`config.mk`:
```
export PLATFORM = sky130hd
export DESIGN_NAME = float_to_decimal_ascii
export DESIGN_NICKNAME = d
export VERILOG_FILES = /design/src/f2da_pkg.sv /design/src/f2da_bcd.sv /design/src/float_to_decimal_ascii.sv
export SDC_FILE = /design/constraint.sdc
export NUM_CORES = 1
export LEC_CHECK = 0
export ABC_AREA = 1
export CORE_MARGIN = 2
export CORE_UTILIZATION = 60
export CTS_CLUSTER_SIZE = 24
export DETAILED_ROUTE_END_ITERATION = 7
export DONT_BUFFER_PORTS = 1
export GPL_TIMING_DRIVEN = 0
export HOLD_SLACK_MARGIN = 0.1
export PLACE_DENSITY = 0.74
export SLEW_MARGIN = 30
export SYNTH_ARGS = -nofsm -noshare
export SYNTH_HDL_FRONTEND = slang
export SYNTH_HIERARCHICAL = 1
export SYNTH_SLANG_ARGS = --single-unit
```
`constraint.sdc`:
```
create_clock -name clk -period 12.1 [get_ports clk]
set_clock_uncertainty 0.2 [all_clocks]
set_input_delay 2.42 -clock clk [delete_from_list [all_inputs] [get_ports clk]]
set_output_delay 2.42 -clock clk [all_outputs]
set_load 0.005 [all_outputs]
```
`src/f2da_pkg.sv`:
```
// ============================================================================
// f2da_pkg: shared types and constants for the float-to-decimal text block
// Character codes, status codes, register map and the BCD unit interface.
// ============================================================================
package f2da_pkg;

  // configuration port geometry
  localparam int PADDR_W = 3;
  localparam int PDATA_W = 32;
  localparam int BUF_W   = 7;

  // register index of buffer_size (paddr bit 2 selects the register)
  localparam logic REG_BUF_SIZE = 1'b0;
  localparam logic [BUF_W-1:0] BUF_SIZE_RST = 7'd8;

  // integer part: below 2^31, so 31 bits and ten decimal digits
  localparam int IBITS  = 31;
  localparam int NDIG   = 10;
  localparam int BCD_W  = 4 * NDIG;
  localparam int ICNT_W = 5;
  localparam int DCNT_W = 4;

  // exponent field limits
  localparam logic [7:0] EXPO_OOR   = 8'd158;
  localparam logic [7:0] SHIFT_BIAS = 8'd157;
  localparam logic [7:0] SHIFT_SUB  = 8'd156;

  // ASCII
  localparam logic [7:0] CH_MINUS = 8'h2D;
  localparam logic [7:0] CH_DOT   = 8'h2E;
  localparam logic [7:0] CH_ZERO  = 8'h30;
  localparam logic [7:0] CH_NUL   = 8'h00;

  // status codes
  localparam logic [1:0] ST_OK    = 2'd0;
  localparam logic [1:0] ST_NULL  = 2'd1;
  localparam logic [1:0] ST_RANGE = 2'd2;

  // control into the serial binary-to-BCD unit
  typedef struct packed {
    logic load;
    logic shift;
  } bcd_ctl_t;

  // status back from it
  typedef struct packed {
    logic       done;
    logic [3:0] digit;
  } bcd_sts_t;

endpackage

```
`src/f2da_bcd.sv`:
```
// ============================================================================
// f2da_bcd: serial binary-to-BCD converter
// Shift-and-add-3 over the integer part, one bit per cycle, then hands the
// decimal digits out most significant first on request.
// ============================================================================
module f2da_bcd (
  input  logic                      clk,
  input  logic                      rst_n,
  input  f2da_pkg::bcd_ctl_t        ctl,
  input  logic [f2da_pkg::IBITS-1:0] bin,
  output f2da_pkg::bcd_sts_t        sts
);
  import f2da_pkg::*;

  logic [IBITS-1:0]  bin_r, bin_nxt;
  logic [BCD_W-1:0]  bcd_r, bcd_nxt;
  logic [ICNT_W-1:0] cnt_r, cnt_nxt;
  logic              busy_r, busy_nxt;
  logic [BCD_W-1:0]  adj;

  // add 3 to every digit of 5 or more before the next shift
  always_comb begin
    for (int d = 0; d < NDIG; d++) begin
      adj[4*d +: 4] = (bcd_r[4*d +: 4] >= 4'd5) ? bcd_r[4*d +: 4] + 4'd3 : bcd_r[4*d +: 4];
    end
  end

  // load, convert one bit a cycle, or pop the top digit
  always_comb begin
    bin_nxt  = bin_r;
    bcd_nxt  = bcd_r;
    cnt_nxt  = cnt_r;
    busy_nxt = busy_r;
    if (ctl.load) begin
      bin_nxt  = bin;
      bcd_nxt  = '0;
      cnt_nxt  = ICNT_W'(IBITS);
      busy_nxt = 1'b1;
    end else if (busy_r) begin
      bcd_nxt  = {adj[BCD_W-2:0], bin_r[IBITS-1]};
      bin_nxt  = {bin_r[IBITS-2:0], 1'b0};
      cnt_nxt  = cnt_r - 1'b1;
      busy_nxt = (cnt_r != ICNT_W'(1));
    end else if (ctl.shift) begin
      bcd_nxt = {bcd_r[BCD_W-5:0], 4'd0};
    end
  end

  always_ff @(posedge clk) begin
    if (!rst_n) begin
      busy_r <= 1'b0;
    end else begin
      busy_r <= busy_nxt;
    end
  end

  always_ff @(posedge clk) begin
    bin_r <= bin_nxt;
    bcd_r <= bcd_nxt;
    cnt_r <= cnt_nxt;
  end

  assign sts.done  = !busy_r;
  assign sts.digit = bcd_r[BCD_W-1 -: 4];

endmodule

```
`src/float_to_decimal_ascii.sv`:
```
// ============================================================================
// float_to_decimal_ascii: single-precision float to decimal ASCII text
// Serial converter: aligns the value to fixed point, turns the integer part
// into decimal and streams the text out one character per request.
// ============================================================================
// Usage:
//   Input channel (in_valid / in_stall / in_float_bits) takes one raw IEEE
//   single-precision pattern per request. in_stall stays high from accept
//   until the last character of that value has been loaded into the output
//   register; one value is converted at a time.
//   Output channel (out_valid / out_stall / out_text_char / out_last_char /
//   out_status) gives one character per request; out_last_char marks the
//   final one. Error and empty-buffer cases give one request with a NUL char.
//   APB port: register 0 (buffer_size, reset 8) at address 0; the user must write it
//   only while the block is idle, which the block itself does not enforce. pready is tied high.
// Sequence: a decode state, then the alignment shifter moves 8 or 1 bits a
//   cycle, then the BCD unit converts the 31-bit integer part, then leading
//   zero digits are skipped and the characters are emitted. Null-buffer,
//   one-byte-buffer and out-of-range values answer straight from the decode
//   state. Back-pressure on out_stall simply holds the sequencer.
// Reset: synchronous, active low; clears control and sets buffer_size to 8.
// ============================================================================
module float_to_decimal_ascii #(
  parameter int MAX_BUFFER = 64,
  parameter int FRAC_BITS  = 64
) (
  input  logic                          clk,
  input  logic                          rst_n,
  // input channel
  input  logic                          in_valid,
  output logic                          in_stall,
  input  logic [31:0]                   in_float_bits,
  // result channel
  output logic                          out_valid,
  input  logic                          out_stall,
  output logic [7:0]                    out_text_char,
  output logic                          out_last_char,
  output logic [1:0]                    out_status,
  // configuration
  input  logic                          psel,
  input  logic                          penable,
  input  logic                          pwrite,
  input  logic [f2da_pkg::PADDR_W-1:0]  paddr,
  input  logic [f2da_pkg::PDATA_W-1:0]  pwdata,
  output logic [f2da_pkg::PDATA_W-1:0]  prdata,
  output logic                          pready
);
  import f2da_pkg::*;

  localparam int CW = (MAX_BUFFER > 2) ? $clog2(MAX_BUFFER) : 1;
  localparam int XW = IBITS + FRAC_BITS;
  localparam logic [BUF_W-1:0] MAXB = BUF_W'(MAX_BUFFER);

  localparam logic [2:0] S_IDLE   = 3'd0;
  localparam logic [2:0] S_DECIDE = 3'd1;
  localparam logic [2:0] S_ALIGN  = 3'd2;
  localparam logic [2:0] S_BCD    = 3'd3;
  localparam logic [2:0] S_SIGN   = 3'd4;
  localparam logic [2:0] S_INT    = 3'd5;
  localparam logic [2:0] S_DOT    = 3'd6;
  localparam logic [2:0] S_FRAC   = 3'd7;

  logic [2:0]          state_r, state_nxt;
  logic [BUF_W-1:0]    buf_size_r;
  logic [31:0]         bits_r, bits_nxt;
  logic [XW-1:0]       x_r, x_nxt;
  logic [7:0]          sh_r, sh_nxt;
  logic [CW-1:0]       n_r, n_nxt;
  logic [CW-1:0]       limit_r, limit_nxt;
  logic [DCNT_W-1:0]   dig_r, dig_nxt;
  logic                lead_r, lead_nxt;
  logic                neg_r, neg_nxt;
  logic                int_nz_r, int_nz_nxt;
  logic                out_valid_r, out_valid_nxt;
  logic [7:0]          out_char_r, out_char_nxt;
  logic                out_last_r, out_last_nxt;
  logic [1:0]          out_status_r, out_status_nxt;

  logic                out_free;
  logic                emit;
  logic                at_limit;
  logic [BUF_W-1:0]    size_clip;
  logic [7:0]          expo;
  logic [23:0]         mant24;
  logic                frac_zero;
  logic [FRAC_BITS+3:0] prod;
  logic                cfg_wr;
  bcd_ctl_t            bcd_ctl;
  bcd_sts_t            bcd_sts;

  // configuration register
  assign cfg_wr = psel && penable && pwrite && pready;
  assign pready = 1'b1;
  assign prdata = PDATA_W'(buf_size_r);

  always_ff @(posedge clk) begin
    if (!rst_n) begin
      buf_size_r <= BUF_SIZE_RST;
    end else if (cfg_wr && (paddr[2] == REG_BUF_SIZE)) begin
      buf_size_r <= pwdata[BUF_W-1:0];
    end
  end

  // decode helpers
  assign expo      = bits_r[30:23];
  assign mant24    = {(expo != 8'd0), bits_r[22:0]};
  assign size_clip = (buf_size_r > MAXB) ? MAXB : buf_size_r;
  assign frac_zero = (x_r[FRAC_BITS-1:0] == '0);
  assign prod      = {1'b0, x_r[FRAC_BITS-1:0], 3'b000}
                   + {3'b000, x_r[FRAC_BITS-1:0], 1'b0};
  assign at_limit  = ((n_r + 1'b1) == limit_r);
  assign out_free  = !out_valid_r || !out_stall;
  assign in_stall  = (state_r != S_IDLE);

  // sequencer
  always_comb begin
    state_nxt      = state_r;
    bits_nxt       = bits_r;
    x_nxt          = x_r;
    sh_nxt         = sh_r;
    n_nxt          = n_r;
    limit_nxt      = limit_r;
    dig_nxt        = dig_r;
    lead_nxt       = lead_r;
    neg_nxt        = neg_r;
    int_nz_nxt     = int_nz_r;
    emit           = 1'b0;
    out_char_nxt   = out_char_r;
    out_last_nxt   = out_last_r;
    out_status_nxt = out_status_r;
    bcd_ctl        = '0;
    unique case (state_r)
      S_IDLE: begin
        if (in_valid) begin
          bits_nxt  = in_float_bits;
          state_nxt = S_DECIDE;
        end
      end
      S_DECIDE: begin
        limit_nxt = CW'(size_clip - 1'b1);
        n_nxt     = '0;
        neg_nxt   = bits_r[31];
        x_nxt     = {mant24, 7'd0, {FRAC_BITS{1'b0}}};
        sh_nxt    = (expo == 8'd0) ? SHIFT_SUB : SHIFT_BIAS - expo;
        if (buf_size_r == '0 || expo >= EXPO_OOR || size_clip == BUF_W'(1)) begin
          if (out_free) begin
            emit           = 1'b1;
            out_char_nxt   = CH_NUL;
            out_last_nxt   = 1'b1;
            out_status_nxt = (buf_size_r == '0) ? ST_NULL
                           : (expo >= EXPO_OOR) ? ST_RANGE : ST_OK;
            state_nxt      = S_IDLE;
          end
        end else begin
          state_nxt = S_ALIGN;
        end
      end
      S_ALIGN: begin
        if (sh_r == 8'd0) begin
          bcd_ctl.load = 1'b1;
          int_nz_nxt   = (x_r[XW-1:FRAC_BITS] != '0);
          neg_nxt      = neg_r && (x_r != '0);
          lead_nxt     = 1'b1;
          dig_nxt      = DCNT_W'(NDIG);
          state_nxt    = S_BCD;
        end else if (sh_r >= 8'd8) begin
          x_nxt  = x_r >> 8;
          sh_nxt = sh_r - 8'd8;
        end else begin
          x_nxt  = x_r >> 1;
          sh_nxt = sh_r - 8'd1;
        end
      end
      S_BCD: begin
        if (bcd_sts.done) begin
          state_nxt = neg_r ? S_SIGN : (int_nz_r ? S_INT : S_DOT);
        end
      end
      S_SIGN: begin
        if (out_free) begin
          emit           = 1'b1;
          out_char_nxt   = CH_MINUS;
          out_last_nxt   = at_limit;
          out_status_nxt = ST_OK;
          n_nxt          = n_r + 1'b1;
          state_nxt      = at_limit ? S_IDLE : (int_nz_r ? S_INT : S_DOT);
        end
      end
      S_INT: begin
        if (lead_r && bcd_sts.digit == 4'd0) begin
          // drop leading zero digits
          bcd_ctl.shift = 1'b1;
          dig_nxt       = dig_r - 1'b1;
        end else if (out_free) begin
          emit           = 1'b1;
          out_char_nxt   = CH_ZERO + {4'd0, bcd_sts.digit};
          out_last_nxt   = at_limit;
          out_status_nxt = ST_OK;
          n_nxt          = n_r + 1'b1;
          lead_nxt       = 1'b0;
          bcd_ctl.shift  = 1'b1;
          dig_nxt        = dig_r - 1'b1;
          if (at_limit) begin
            state_nxt = S_IDLE;
          end else if (dig_r == DCNT_W'(1)) begin
            state_nxt = S_DOT;
          end
        end
      end
      S_DOT: begin
        if (out_free) begin
          emit           = 1'b1;
          out_char_nxt   = CH_DOT;
          out_last_nxt   = at_limit || frac_zero;
          out_status_nxt = ST_OK;
          n_nxt          = n_r + 1'b1;
          state_nxt      = (at_limit || frac_zero) ? S_IDLE : S_FRAC;
        end
      end
      S_FRAC: begin
        // one decimal digit per multiply by ten
        if (out_free) begin
          emit                    = 1'b1;
          out_char_nxt            = CH_ZERO + {4'd0, prod[FRAC_BITS+3:FRAC_BITS]};
          out_last_nxt            = at_limit || (prod[FRAC_BITS-1:0] == '0);
          out_status_nxt          = ST_OK;
          n_nxt                   = n_r + 1'b1;
          x_nxt[FRAC_BITS-1:0]    = prod[FRAC_BITS-1:0];
          if (at_limit || (prod[FRAC_BITS-1:0] == '0)) begin
            state_nxt = S_IDLE;
          end
        end
      end
      default: begin
        state_nxt = S_IDLE;
      end
    endcase
  end

  // output register
  always_comb begin
    out_valid_nxt = out_valid_r;
    if (emit) begin
      out_valid_nxt = 1'b1;
    end else if (out_valid_r && !out_stall) begin
      out_valid_nxt = 1'b0;
    end
  end

  always_ff @(posedge clk) begin
    if (!rst_n) begin
      state_r     <= S_IDLE;
      out_valid_r <= 1'b0;
    end else begin
      state_r     <= state_nxt;
      out_valid_r <= out_valid_nxt;
    end
  end

  always_ff @(posedge clk) begin
    bits_r       <= bits_nxt;
    x_r          <= x_nxt;
    sh_r         <= sh_nxt;
    n_r          <= n_nxt;
    limit_r      <= limit_nxt;
    dig_r        <= dig_nxt;
    lead_r       <= lead_nxt;
    neg_r        <= neg_nxt;
    int_nz_r     <= int_nz_nxt;
    out_char_r   <= out_char_nxt;
    out_last_r   <= out_last_nxt;
    out_status_r <= out_status_nxt;
  end

  assign out_valid     = out_valid_r;
  assign out_text_char = out_char_r;
  assign out_last_char = out_last_r;
  assign out_status    = out_status_r;

  // integer part to decimal
  f2da_bcd u_bcd (
    .clk   (clk),
    .rst_n (rst_n),
    .ctl   (bcd_ctl),
    .bin   (x_r[XW-1:FRAC_BITS]),
    .sts   (bcd_sts)
  );

  // character count never reaches the limit while text is still due
  a_count_bound: assert property (@(posedge clk) disable iff (!rst_n)
    (state_r == S_SIGN || state_r == S_INT || state_r == S_DOT || state_r == S_FRAC)
    |-> (n_r < limit_r))
    else $error("character count past limit");

  // a flagged last character ends the item
  a_last_ends: assert property (@(posedge clk) disable iff (!rst_n)
    (emit && out_last_nxt) |=> (state_r == S_IDLE))
    else $error("sequencer busy after last character");

  // integer digits are only read once conversion is complete
  a_bcd_ready: assert property (@(posedge clk) disable iff (!rst_n)
    (state_r == S_INT) |-> bcd_sts.done)
    else $error("digit read while BCD unit busy");

  // fraction stage runs only on a nonzero fraction
  a_frac_live: assert property (@(posedge clk) disable iff (!rst_n)
    (state_r == S_FRAC) |-> !frac_zero)
    else $error("fraction stage with zero fraction");

endmodule

```
* Word-level counts from Yosys, hierarchy flattened
Index checks and enable logic that the tools add are counted.
** Storage, ports and cells
- Register bits after elaboration :: 253
- Bits of input ports :: 74
- Output and inout bits :: 46
- Logic and storage cells :: 214
** Operators by class
- Add/sub/neg operators :: 20
- Magnitude comparators :: 13
- Equality and inequality tests :: 26
- Multiplexer cells :: 89
- Bitwise logic cells :: 1
- Reductions and logical operators :: 45
** Operator list (number)
- 64-bit one-hot mux with 3 select lines :: 1
- 64-bit zero test :: 2
- 95-bit two-way mux :: 1
- 95-bit nonzero test :: 1
- 94-bit two-way mux :: 1
- 40-bit two-way mux :: 2
- 8-bit two-way mux :: 10
- 67-bit by 65-bit adder with 68-bit output :: 1
- 64-bit two-way mux :: 1
- 31-bit two-way mux :: 2
- 31-bit one-hot mux with 2 select lines :: 1
- 3-bit two-way mux :: 17
- 4-bit two-way mux :: 12
- 4-bit by 3-bit >= comparator with 1-bit output, second input constant :: 10
- 8-bit one-hot mux with 5 select lines :: 1
- 4-bit by 2-bit adder with 4-bit output, second input constant :: 9
- 31-bit nonzero test :: 1
- 2-bit inequality test, second input constant :: 12
- 3-bit one-hot mux with 8 select lines :: 1
- 1-bit two-way mux :: 21
- 6-bit one-hot mux with 3 select lines :: 1
- 8-bit zero test :: 2
- 8-bit one-hot mux with 2 select lines :: 1
- 6-bit by 4-bit adder with 7-bit output, first input constant :: 2
- other kinds (45) :: 81

* Depth between registers and ports, before layout
Gate-level depths: netlist of run 1.
- Depth in word-level cells :: 7
- Mapped depth :: 23
- Gate-level depth less buffers :: 23

* Cells and area by module
The synthesis of run 1 kept the hierarchy.
** Modules (own cells, without submodules)
- float_to_decimal_ascii :: times used 1, cells an instance 2197, area each 14523.9 um2, seq. area each 5114.9 um2
- f2da_bcd :: times used 1, cells an instance 591, area each 4340.4 um2, seq. area each 1851.8 um2

* Worst setup path before layout of run 1
Ideal clock, no wire load.
- Path kind :: input -> register
- Start point :: input out_stall
- End point :: register x_r[0] (enable)
- Setup time :: 0.581 ns
- Arrival time :: 7.535 ns
- Required time :: 11.319 ns
- Path slack :: 3.783 ns
- Stages on the path :: 3
- Buffers on the path :: 0
- Cells stage by stage :: nand2_1 clkinv_1 a211oi_1
** On the way
- Longest elaborated chain between the ends :: 4
** Ends and longest elaborated chain
- from (decl) :: line float_to_decimal_ascii.sv:35 : input logic out_stall,
- 1-bit zero test :: line float_to_decimal_ascii.sv:112 : assign out_free = !out_valid_r || !out_stall;
- 1-bit logical OR :: line float_to_decimal_ascii.sv:112
- 2-bit inequality test (no source line)
- 3-bit AND reduction (no source line)
- to (signal assigned) :: line float_to_decimal_ascii.sv:262 : x_r <= x_nxt;
- to (decl) :: line float_to_decimal_ascii.sv:66 : logic [XW-1:0] x_r, x_nxt;
No other way between the ends.
A chain may end at the register's enable or synchronous reset.

==> metrics.txt, run 1 <==
post-synthesis mux area share 0.0531%; synth unique cells 50; FILL cells 2692; Skew-Pair Late Insertion Delay 550 ps; FMAX 236 MHz; Die Area 0.0329 mm2; commonest cells in the netlist 875 x nand2_1, 443 x inv_1, 266 x o21ai_0, 235 x nor2_1, 194 x edfxtp_1; Slew headroom 37.9%; ys flop type edfxtp_1; core area 0.0307 mm2; hold_buf cts 0; Longest Clk Path Bufs 3; die height 181 um; worst endpoint required time 12060 ps; vias in the first global route 17300; top cell type's share of synthesized area 30.9%; Sink Count 251; Via Count 18800; WHS 267 ps; fin crit share 35.0%; area leader, netlist edfxtp_1; Register Area 0.00697 mm2; PortBufs 0; initial core utilization 61.3%; Initial DRT Pass Iterations 6; Final ANT Viol Nets 0; Synth async-reset ratio 0%; GP Congestion 1.01; Die X 181 um; crit path DAT 4200 ps; Worst Setup Path Type register to register; number of H-tree levels 1; Final Max Tran Viols 0; post-route minimum period 4240 ps; Least-Margin Pin Slew 928 ps; Final Instance Area 0.0205 mm2; DRC 0; GRT overflow 0; Layout Nets 3017; CTS tree done; critical path startpoint category register; Detailed Place HPWL 44600 um; beginning of the worst hold path u_bcd/cnt_r[4]$_SDFFE_PP1P_; Hold Path Depth 1; FF-to-FF Start sh_r[5]$_DFFE_PP_; Cell Area, Placed 0.0196 mm2; total power 6.00 mW; synth warn 6; Syn Std Cell Area 0.0189 mm2; final setup fails 0; first-pass GRT wire length 89800 um; # Max-Cap Violations 0; synthesized area per cell 6.77 um2; Synth Area in Compound Gates 12.7%; Total GRT Usage 34.3%; sequential cell area fraction in the yosys report 36.9%; top cells by area, synth edfxtp_1 31%, nand2_1 17%, inv_1 8.8%; hold path endpoint u_bcd/cnt_r[4]$_SDFFE_PP1P_; area of the multi-input gates 0.00976 mm2; clk slew on worst S/H paths 60 ps; Synth Area in XOR/XNOR 1.16%; initial antenna violation count 1; post-CTS sizing 0; DR iter-0 viols 2240; # diodes 0; pin count of the biggest net entering global routing 33; largest family of logic cells by synthesized area simple AND/OR/NAND/NOR gates; adder-cell share of the synthesized area 6.34%; CP max FO 32; pwr dens 292 mW/mm2; vias per inst 5.75; CP endpoint kind register; status completed; Area Overhead vs Synth 8.89%; Routed wire per std cell 17.6 um; cells on worst reg2reg path 9; Hold Fails Final Rpt 0; Fin Setup TNS 0 ps; R2R Setup Slk 7860 ps; FF-to-FF End u_bcd/bin_r[2]$_DFFE_PP_; Static Leak 10.0 nW; Peak supply drop 0.176 mV; Num CTS Buffers 25; most frequent cell after synthesis nand2_1; Ports 120; Synth Area in Simple Gates 30.8%; flops & latches, synth 251; RSZ-0062 raised after global routing no; setup bufs post-CTS 0; Cells after Synth 2788; worst hold path class register to register; Root Buffer clkbuf_16; row count 64; DRT Wirelength 57400 um; share of cells above drive strength 1 4.95%; Post-synth EDFFs 194
==> per-layer routing <==
metal | part of all wire, % | up-vias | track usage (%)
li1 | - | 9096 | -
met1 | 42 | 8529 | 47.2
met2 | 43 | 1007 | 54.1
met3 | 11 | 131 | 7.36
met4 | 3.4 | 2 | 11.2
met5 | 0.023 | - | 0.296
==> state kept, by name (all words and copies together) (netlist names), 5 cells and up <==
register       count
out_text_char      6
buf_size_r         7
sh_r               8
u_bcd/bcd_r       40
n_r                6
u_bcd/cnt_r        5
x_r               95
limit_r            6
u_bcd/bin_r       31
bits_r            32
==> cell type report <==
cell class	instances	share of cell area (%)
buffer	102	2.64
clock inverter	16	1.33
clock buffer	30	3.19
timing repair buffer	7	0.597
inverter	458	8.38
sequential	251	33.9
tap	396	2.41
multi-input combinational	2003	47.5
==> power by group <==
group          switching, mW  internal, mW
registers              0.373          1.33
clock network          0.346         0.539
logic                   2.35          1.05
total                   3.07          2.93
==> logic make-up (layout without fill, tap and decap cells) <==
kind of cell,count (synthesis),after routing
multiplexers,1,1
other,2,28
AND/OR/NAND/NOR,1393,1393
flip-flops,251,251
buffers and inverters,560,613
XOR/XNOR,25,25
adder cells (fa/ha/maj),95,95
AO/OA/AOI/OAI,461,461
==> how the worst max path moves through the flow <==
stage,start,to
CTS,out_stall,x_r[2]$_DFFE_PP_
finish,sh_r[5]$_DFFE_PP_,u_bcd/bin_r[2]$_DFFE_PP_
global route,sh_r[5]$_DFFE_PP_,u_bcd/bin_r[2]$_DFFE_PP_
detailed placement,out_stall,x_r[4]$_DFFE_PP_
global placement,out_stall,x_r[55]$_DFFE_PP_
floorplan,out_stall,x_r[0]$_DFFE_PP_
==> through the flow <==
step                setup slack [ps]  cells  util (%)
floorplan                       3780   2814         -
global placement                1330   3210      63.3
detailed placement              7360   3217      63.8
CTS                             7920   3263      66.8
global route                    7570   3263      66.8
finish                          7860   3263      66.8
==> cells in the final DEF (no fill, tap or decap), drive strengths merged <==
cell type / count
a211oi: 2
a21boi: 1
a21oi: 156
a31o: 1
a32oi: 1
buf: 59
bufinv: 7
clkbuf: 80
clkinv: 12
conb: 28
dfxtp: 57
edfxtp: 194
fa: 1
ha: 94
inv: 455
mux2i: 1
nand2: 881
nand3: 126
nand3b: 21
nand4: 42
nor2: 251
nor3: 38
nor3b: 1
nor4: 28
o2111ai: 2
o211ai: 9
o21ai: 268
o21bai: 5
o22a: 1
o22ai: 12
o2bb2ai: 1
o311ai: 1
o31ai: 1
or2: 4
or4: 1
xnor2: 9
xor2: 16
==> critical path, cell delays in order, from the launching register on <==
cell and delay (ps):
edfxtp_1 430, nor2_1 190, nand3_1 120, nor2_1 150
clkbuf_1 470, nand3_1 250, nor2_1 760, inv_1 350
buf_2 300, nand2_2 630
Note: power is estimated with default switching activity, not from simulation.
==> inputs of run 2 (changes only) <==
- CORE_UTILIZATION: 60 -> 59
- PLACE_DENSITY: 0.74 -> 0.76
- clock period: 12.1 -> 3.84 ns (I/O delays scaled with it)
==> run 2 against run 1 <==
  * Worst setup slack lost 7600 ps
  * Count of clock-buffer cells in the layout grew 4
  * Sequential cell count is the same
  * Critical path depth grew 8
  * Hold slack lost 140 ps
  * Cell count grew 0.15%
  * Die area grew 1.7%
  * Critical path type unchanged
  * Cell area shrank 0.77%
  * Via count shrank 0.28%
  * First-iteration DRC count shrank 2.9%
  * Largest power group unchanged
==> metrics.txt, run 2 (synthesis results as in run 1) <==
status completed; row count 65; # Max-Cap Violations 0; initial core utilization 59.8%; Die Area 0.0334 mm2; Longest Clk Path Bufs 3; Via Count 18700; Cell Area, Placed 0.0196 mm2; sequential share of power 29.2%; Skew-Pair Late Insertion Delay 540 ps; FILL cells 2904; GP Congestion 1.02; Total GRT Usage 33.5%; CP max FO 4; clock network power share 12.4%; hold_buf cts 0; Detailed Place HPWL 44100 um; Sink Count 251; Hold Fails Final Rpt 0; number of H-tree levels 1; GRT overflow 0; sw frac 52.1%; post-route minimum period 3550 ps; Final Max Tran Viols 0; vias per inst 5.73; vias in the first global route 17200; share of cells above drive strength 1 4.88%; Routed wire per std cell 17.3 um; DRC 0; cell-internal power 8.77 mW; Static Leak 9.91 nW; Util after Layout 64.6%; Ports 120; critical path startpoint category register; crit path DAT 3690 ps; final worst slack 286 ps; fin crit share 92.6%; Peak supply drop 0.463 mV; DP Worst Slack -401 ps; setup bufs post-CTS 0; clk slew on worst S/H paths 70 ps; total power 18.3 mW; core area 0.0316 mm2; # diodes 0; Final ANT Viol Nets 0; Num CTS Buffers 24; final setup fails 0; WHS 122 ps; pwr dens 898 mW/mm2; post-CTS sizing 2; Layout Nets 3017; first-pass GRT wire length 89100 um; worst hold path class primary input to register; Final Instance Area 0.0204 mm2; DRT Wirelength 56700 um; Largest register FFs 95; commonest non-fill, non-tap cell in the layout nand2_1; FMAX 281 MHz; Slew headroom 42.9%; CTS tree done; Worst Setup Path Type register to register; Area Overhead vs Synth 8.05%; Combinational Power Share 58.3%; commonest non-fill, non-tap cells in the layout 874 x nand2_1, 443 x inv_1, 266 x o21ai_0; DR iter-0 viols 2174; Least-Margin Pin Slew 857 ps; Largest Register x_r; Die X 183 um; PortBufs 0; pin count of the biggest net entering global routing 33; top flop regs x_r (95), u_bcd/bcd_r (40), bits_r (32); Root Buffer clkbuf_16; sw power 9.53 mW; Initial DRT Pass Iterations 6; worst endpoint required time 3980 ps; initial antenna violation count 0; RSZ-0062 raised after global routing no; CP endpoint kind register; die height 183 um
==> run 2: worst paths after layout <==
path                            cells past startpoint  slack [ps]                   startpoint                           to
worst max register to register                     17         290             x_r[2]$_DFFE_PP_      out_last_char$_DFFE_PP_
worst min register to register                      2         290  u_bcd/cnt_r[3]$_SDFFE_PP1P_  u_bcd/cnt_r[3]$_SDFFE_PP1P_
worst min-delay path                                0         120            in_float_bits[10]         bits_r[10]$_DFFE_PP_
worst max-delay path                               17         290             x_r[2]$_DFFE_PP_      out_last_char$_DFFE_PP_
==> run 2: final cells by class <==
| type | instances | area [um2] | share of cell area [%] |
|---|---|---|---|
| inverters | 458 | 1720 | 8.45 |
| well taps | 402 | 503 | 2.47 |
| flip-flops and latches | 251 | 6970 | 34.2 |
| repair buffers | 8 | 130 | 0.638 |
| clock buffers | 34 | 679 | 3.33 |
| clock inverters | 10 | 53.8 | 0.264 |
| plain buffers | 102 | 543 | 2.66 |
| multi-input cells | 2003 | 9790 | 48.0 |
==> run 2: critical path: stages, from the launching register on <==
cell and delay, ps:
edfxtp_1 470, ha_1 280, fa_1 440, nand2_1 120, nand2_1 100, nand3_1 120
nand2_1 120, nand2_1 100, nand3_2 190, nand2_1 130, nand4_1 90, nand2_1 200
nand2_1 80, nor2_1 120, nand2_1 90, nor2_1 170, nand2_2 120, a21oi_1 220
==> run 2: per-stage QoR <==
| stage | instances | TNS (ps) |
|---|---|---|
| after floorplan | 2814 | 0 |
| after global placement | 3216 | -100820 |
| after detailed placement | 3224 | -12680 |
| after CTS | 3268 | 0 |
| after global routing | 3268 | 0 |
| final | 3268 | 0 |
==> run 2: power by group through the flow <==
stage / clock (mW) / sequential (mW) / combinational, mW
after detailed placement: 0 / 5.34 / 10.3
final: 2.28 / 5.35 / 10.7
after CTS: 2.28 / 5.29 / 10.4
after floorplan: 0 / 4.90 / 7.49
after global placement: 0 / 5.36 / 9.91
after global routing: 2.37 / 5.43 / 11.9
==> run 2: layer usage <==
layer,track usage [%],share of wire (%),routed length [um]
met4,9.15,3.0,1680
met2,54.6,45,25300
met3,4.75,10,5750
met1,47.1,42,24000
met5,0,0,0
